## src/hw/rtl/tbh_pkg.sv

```systemverilog
`timescale 1ns / 1ps

package tbh_pkg;

  localparam int COORD_WIDTH = 24;
  localparam int HEIGHT_WIDTH = 32;

  // Register stages in the front arithmetic pipeline.
  localparam int FRONT_STAGES = 6;

  // Entries in the queue between front and back; at least FRONT_STAGES + 2 keeps one
  // transaction per cycle flowing while the output is not stalled.
  localparam int QUEUE_DEPTH = 8;

endpackage

```

## src/hw/rtl/tbh_queue.sv

```systemverilog
`timescale 1ns / 1ps

module tbh_queue #(
  parameter int W = 8,
  parameter int DEPTH = tbh_pkg::QUEUE_DEPTH,
  localparam int AW = $clog2(DEPTH),
  localparam int LW = $clog2(DEPTH + 1)
) (
  input  logic          clk,
  input  logic          rst,
  input  logic          push,
  input  logic [W-1:0]  wdata,
  input  logic          pop,
  output logic [W-1:0]  rdata,
  output logic [LW-1:0] level
);

  logic [W-1:0]  mem [DEPTH];
  logic [AW-1:0] wptr, rptr;

  always_ff @(posedge clk) begin
    if (rst) begin
      wptr <= '0;
      rptr <= '0;
      level <= '0;
    end else begin
      if (push) begin
        wptr <= (wptr == AW'(DEPTH - 1)) ? '0 : wptr + 1'b1;
      end
      if (pop) begin
        rptr <= (rptr == AW'(DEPTH - 1)) ? '0 : rptr + 1'b1;
      end
      level <= level + LW'(push) - LW'(pop);
    end
  end

  always_ff @(posedge clk) begin
    if (push) begin
      mem[wptr] <= wdata;
    end
  end

  assign rdata = mem[rptr];

endmodule

```

## config.mk

```make
export PLATFORM = sky130hd
export DESIGN_NAME = tbh_queue
export DESIGN_NICKNAME = d
export VERILOG_FILES = /design/src/hw/rtl/tbh_pkg.sv /design/src/hw/rtl/tbh_queue.sv
export SDC_FILE = /design/constraint.sdc
export NUM_CORES = 1
export LEC_CHECK = 0
export BUFFER_PORTS_ARGS = -buffer_cell sky130_fd_sc_hd__buf_2
export CORE_MARGIN = 2
export CORE_UTILIZATION = 59
export DETAILED_ROUTE_END_ITERATION = 10
export GPL_TIMING_DRIVEN = 0
export PLACE_DENSITY_LB_ADDON = 0.15
export SLEW_MARGIN = 25
export SYNTH_ARGS = -nofsm -noshare
export SYNTH_HDL_FRONTEND = slang
export SYNTH_SLANG_ARGS = --single-unit
export TNS_END_PERCENT = 5
```

## constraint.sdc

```tcl
create_clock -name clk -period 1.84 [get_ports clk]
set_input_delay 0.368 -clock clk [delete_from_list [all_inputs] [get_ports clk]]
set_output_delay 0.368 -clock clk [all_outputs]
set_load 0.02 [all_outputs]
```

==> reports/metrics.yaml <==
synthesis:
  syn_avg_cell_area_sq_um: 19.2
  ys.flop_type: "edfxtp_1"
  ys_types: 26
  synth_sequential_area_ratio: 0.705
  yosys.cell_count.top_type: "edfxtp_1"
  synth-edff-count: 64
  share_of_synthesized_flip_flops_with_an_asynchronous_set_or_reset: 0
  synth_area_sq_um: 3100
  yosys_register_bits: 77
  synth.top_cells.by_area: "edfxtp_1 (62%), mux4_1 (13%), dfxtp_1 (8.4%)"
  syn-num-nets: 182
  yosys.area.top_type_share: 0.621
  synth.top_cells.by_count: "edfxtp_1 (64), mux4_1 (15), dfxtp_1 (13)"
  syn-instance-count: 161
  yosys_warnings: 0
  yosys.area.top_type: "edfxtp_1"
floorplan:
  initial_core_util: 0.610
  die_x_microns: 76.4
  io_pins: 24
  floorplan.die_area_sq_um: 5840
  die-height_microns: 76.4
  fp-row-count: 26
  design.core.area_sq_um: 5070
pwr:
  leakagePower_nw: 1.28
  max-vdd-ir-drop_mv: 0.777
  power.density_cell_area_nw_per_um2: 1020
global_routing:
  global_route.usage.met2: 0.358
  grt_pass1_wl_microns: 8860
  first_global_vias: 1662
  grtUsageMet3: 0.0569
  global_route.usage.met1: 0.261
  grt_busiest_layer: "met2"
  antenna_found_initial: 0
  grt_remaining_overflow: 0
  tot_gr_track_use: 0.212
  grt_max_degree: 13
sta:
  worst_clock_skew_ns: 0.00439
  grt_setup_unrepaired: "yes"
  worst-slew-pin-transition_ns: 0.893
  clock.fmax_ghz: 0.434
  fin_ws_ns: -0.463
  timing.slew.headroom: 0.403
  drv_slew: 0
  setup_viol: 8
  hold_violations: 0
  layout_worst_path_cycle_share: 1.25
  period_minus_slack_ns: 2.30
routing:
  routed_via_density: 5.65
  route.detailed.drc: 0
  firstDrtPassIters: 4
  vias: 1548
  dr.first_iter.drc_count: 142
  postRouteAntennaNets: 0
  drt_wl_total_microns: 5560
  wl_per_cell_microns: 20.3
layout:
  fillCellCount: 337
  nNetsFinal: 220
  final_cells: 274
  design_area_sq_um: 3610
  final_layout_size_suffix_gt1_frac: 0.319
  area_growth_syn_to_layout_pct: 16.7
  diodes_inserted: 0
setup_path:
  rrSetupSlack_ns: 0.18
  worstReg2RegEnd: "mem[3][0]$_DFFE_PP_"
  worst-setup-path-type: "flop to output pin"
  cp-endpoint: "rdata[6]"
  cp_slowest_stage_delay_ns: 0.49
  critPathCaptureType: "output pin"
  r2r-start: "wptr[1]$_SDFFE_PP0P_"
  worstSetupStartpointType: "flop"
  path_cells: "buf_6, buf_4, buf_12, mux4_2, mux2_4, buf_6"
  worst_path_arrival_time_ns: 1.93
  worst-path-max-fanout: 5
  r2r_cells: 2
  path_buf_inv: 4
  worstSetupPathDepth: 6
  timing.critical_path.mode_cell: "buf_6"
  crit_family: "multiplexers"
  cp.required_ns: 1.47
  worst_path_max_delay_cell: "mux4_2"
placement:
  port-buffer-count: 22
  post_dp_cell_area_sq_um: 3300
  dpl.hpwl_microns: 3520
  routability_driven_placement_congestion_ratio: 0.698
  setup_slack_after_placement_ns: -0.306
  placed_instances: 253
clock_network:
  tritoncts: "built"
  clk_latency_worst_skew_pair_ns: 0.34
  clock_sinks: 77
  cts_buffers: 9
  cts.htree.levels: 3
  cts_hold_buf: 0
  path_clk_slew_ns: 0.07
  clock_path_buffers: 2
  root_buffer: "clkbuf_8"
flow_run:
  cap_violations: 0
worst_hold_path:
  hold_path_class: "input port to flop"
outcome:
  failing_checks: "setup timing"
  run_status: "complete, but fails checks"
## kinds of logic after synthesis
| logic type | after synthesis | share of synthesized area |
|---|---|---|
| flops | 77 | 0.705 |
| simple gates | 28 | 0.0457 |
| mux | 26 | 0.170 |
| buf+inv | 12 | 0.0226 |
| fa+ha+maj | 9 | 0.0388 |
| compound gates | 7 | 0.0121 |
| xor+xnor | 2 | 0.00566 |
## repair_timing
item | CTS | global route
cloned | 1 | 0
buffers inserted | 5 | 0
resized for setup | 35 | 1
endpoints found under the setup margin | 8 | 8
## cell usage in the layout (no fill, tap or decap), drive strengths merged, types with 4 or more instances in the layout
cell and count:
edfxtp 64, buf 32, mux4 16, dfxtp 13, clkbuf 11, nor2 10
ha 8, mux2 8, inv 6, nand2b 5, a21oi 5, clkinv 4
## power by group
group          total [mW]  internal, mW  leakage [nW]  switching (mW)
clock network        1.17         0.611        0.0888           0.563
logic               0.536         0.265         0.506           0.271
registers            1.99          1.95         0.689          0.0365
## worst reg2reg max path, stage by stage, from the launching register on
cell      delay [ns]
dfxtp_1         0.47
nand2b_1        0.12
nor2_1          0.69
## how the worst min path moves through the flow
stage / start / endpoint / slack (ns) / cells after the start
finish: wdata[4] / mem[1][4]$_DFFE_PP_ / 0.29 / 1
global route: wdata[4] / mem[0][4]$_DFFE_PP_ / 0.29 / 1
CTS: wdata[5] / mem[3][5]$_DFFE_PP_ / 0.28 / 1
detailed placement: rptr[1]$_SDFFE_PP0P_ / flop / 0.51 / 2
global placement: rptr[1]$_SDFFE_PP0P_ / rptr[1]$_SDFFE_PP0P_ / 0.47 / 2
floorplan: rptr[1]$_SDFFE_PP0P_ / flop / 0.46 / 2
## flip-flops by register name, indices dropped and copies added (netlist names), named ones only
register and cells:
wptr 3, level 4, mem 64, rptr 3
## metal layers
layer  up-vias  routed length [microns]
met2        52                     2900
li1        706                        -
met3         8                      361
met1       782                     2200
met4         0                       88
met5         -                        0
## through the flow
step,hold WS (ns),utilization,power [mW],setup TNS (ns)
5_1_grt,0.292,0.712,3.85,-4.03
6_report,0.295,0.712,3.70,-3.62
4_1_cts,0.280,0.711,3.72,-3.66
3_5_place_dp,0.510,0.651,2.49,-2.30
3_3_place_gp,0.474,0.649,2.44,-6.03
2_1_floorplan,0.457,-,2.34,0
## final cells by class
cell class | instances | area [sq um] | area share
timing repair buffer | 28 | 250 | 0.0693
clock inverter | 6 | 53.8 | 0.0149
sequential | 77 | 2180 | 0.604
multi-input combinational | 72 | 842 | 0.233
buffer | 5 | 46.3 | 0.0128
clock buffer | 10 | 128 | 0.0353
inverter | 6 | 22.5 | 0.00623
tap | 70 | 87.6 | 0.0242
No activity file was read; power rests on OpenSTA's default activity.
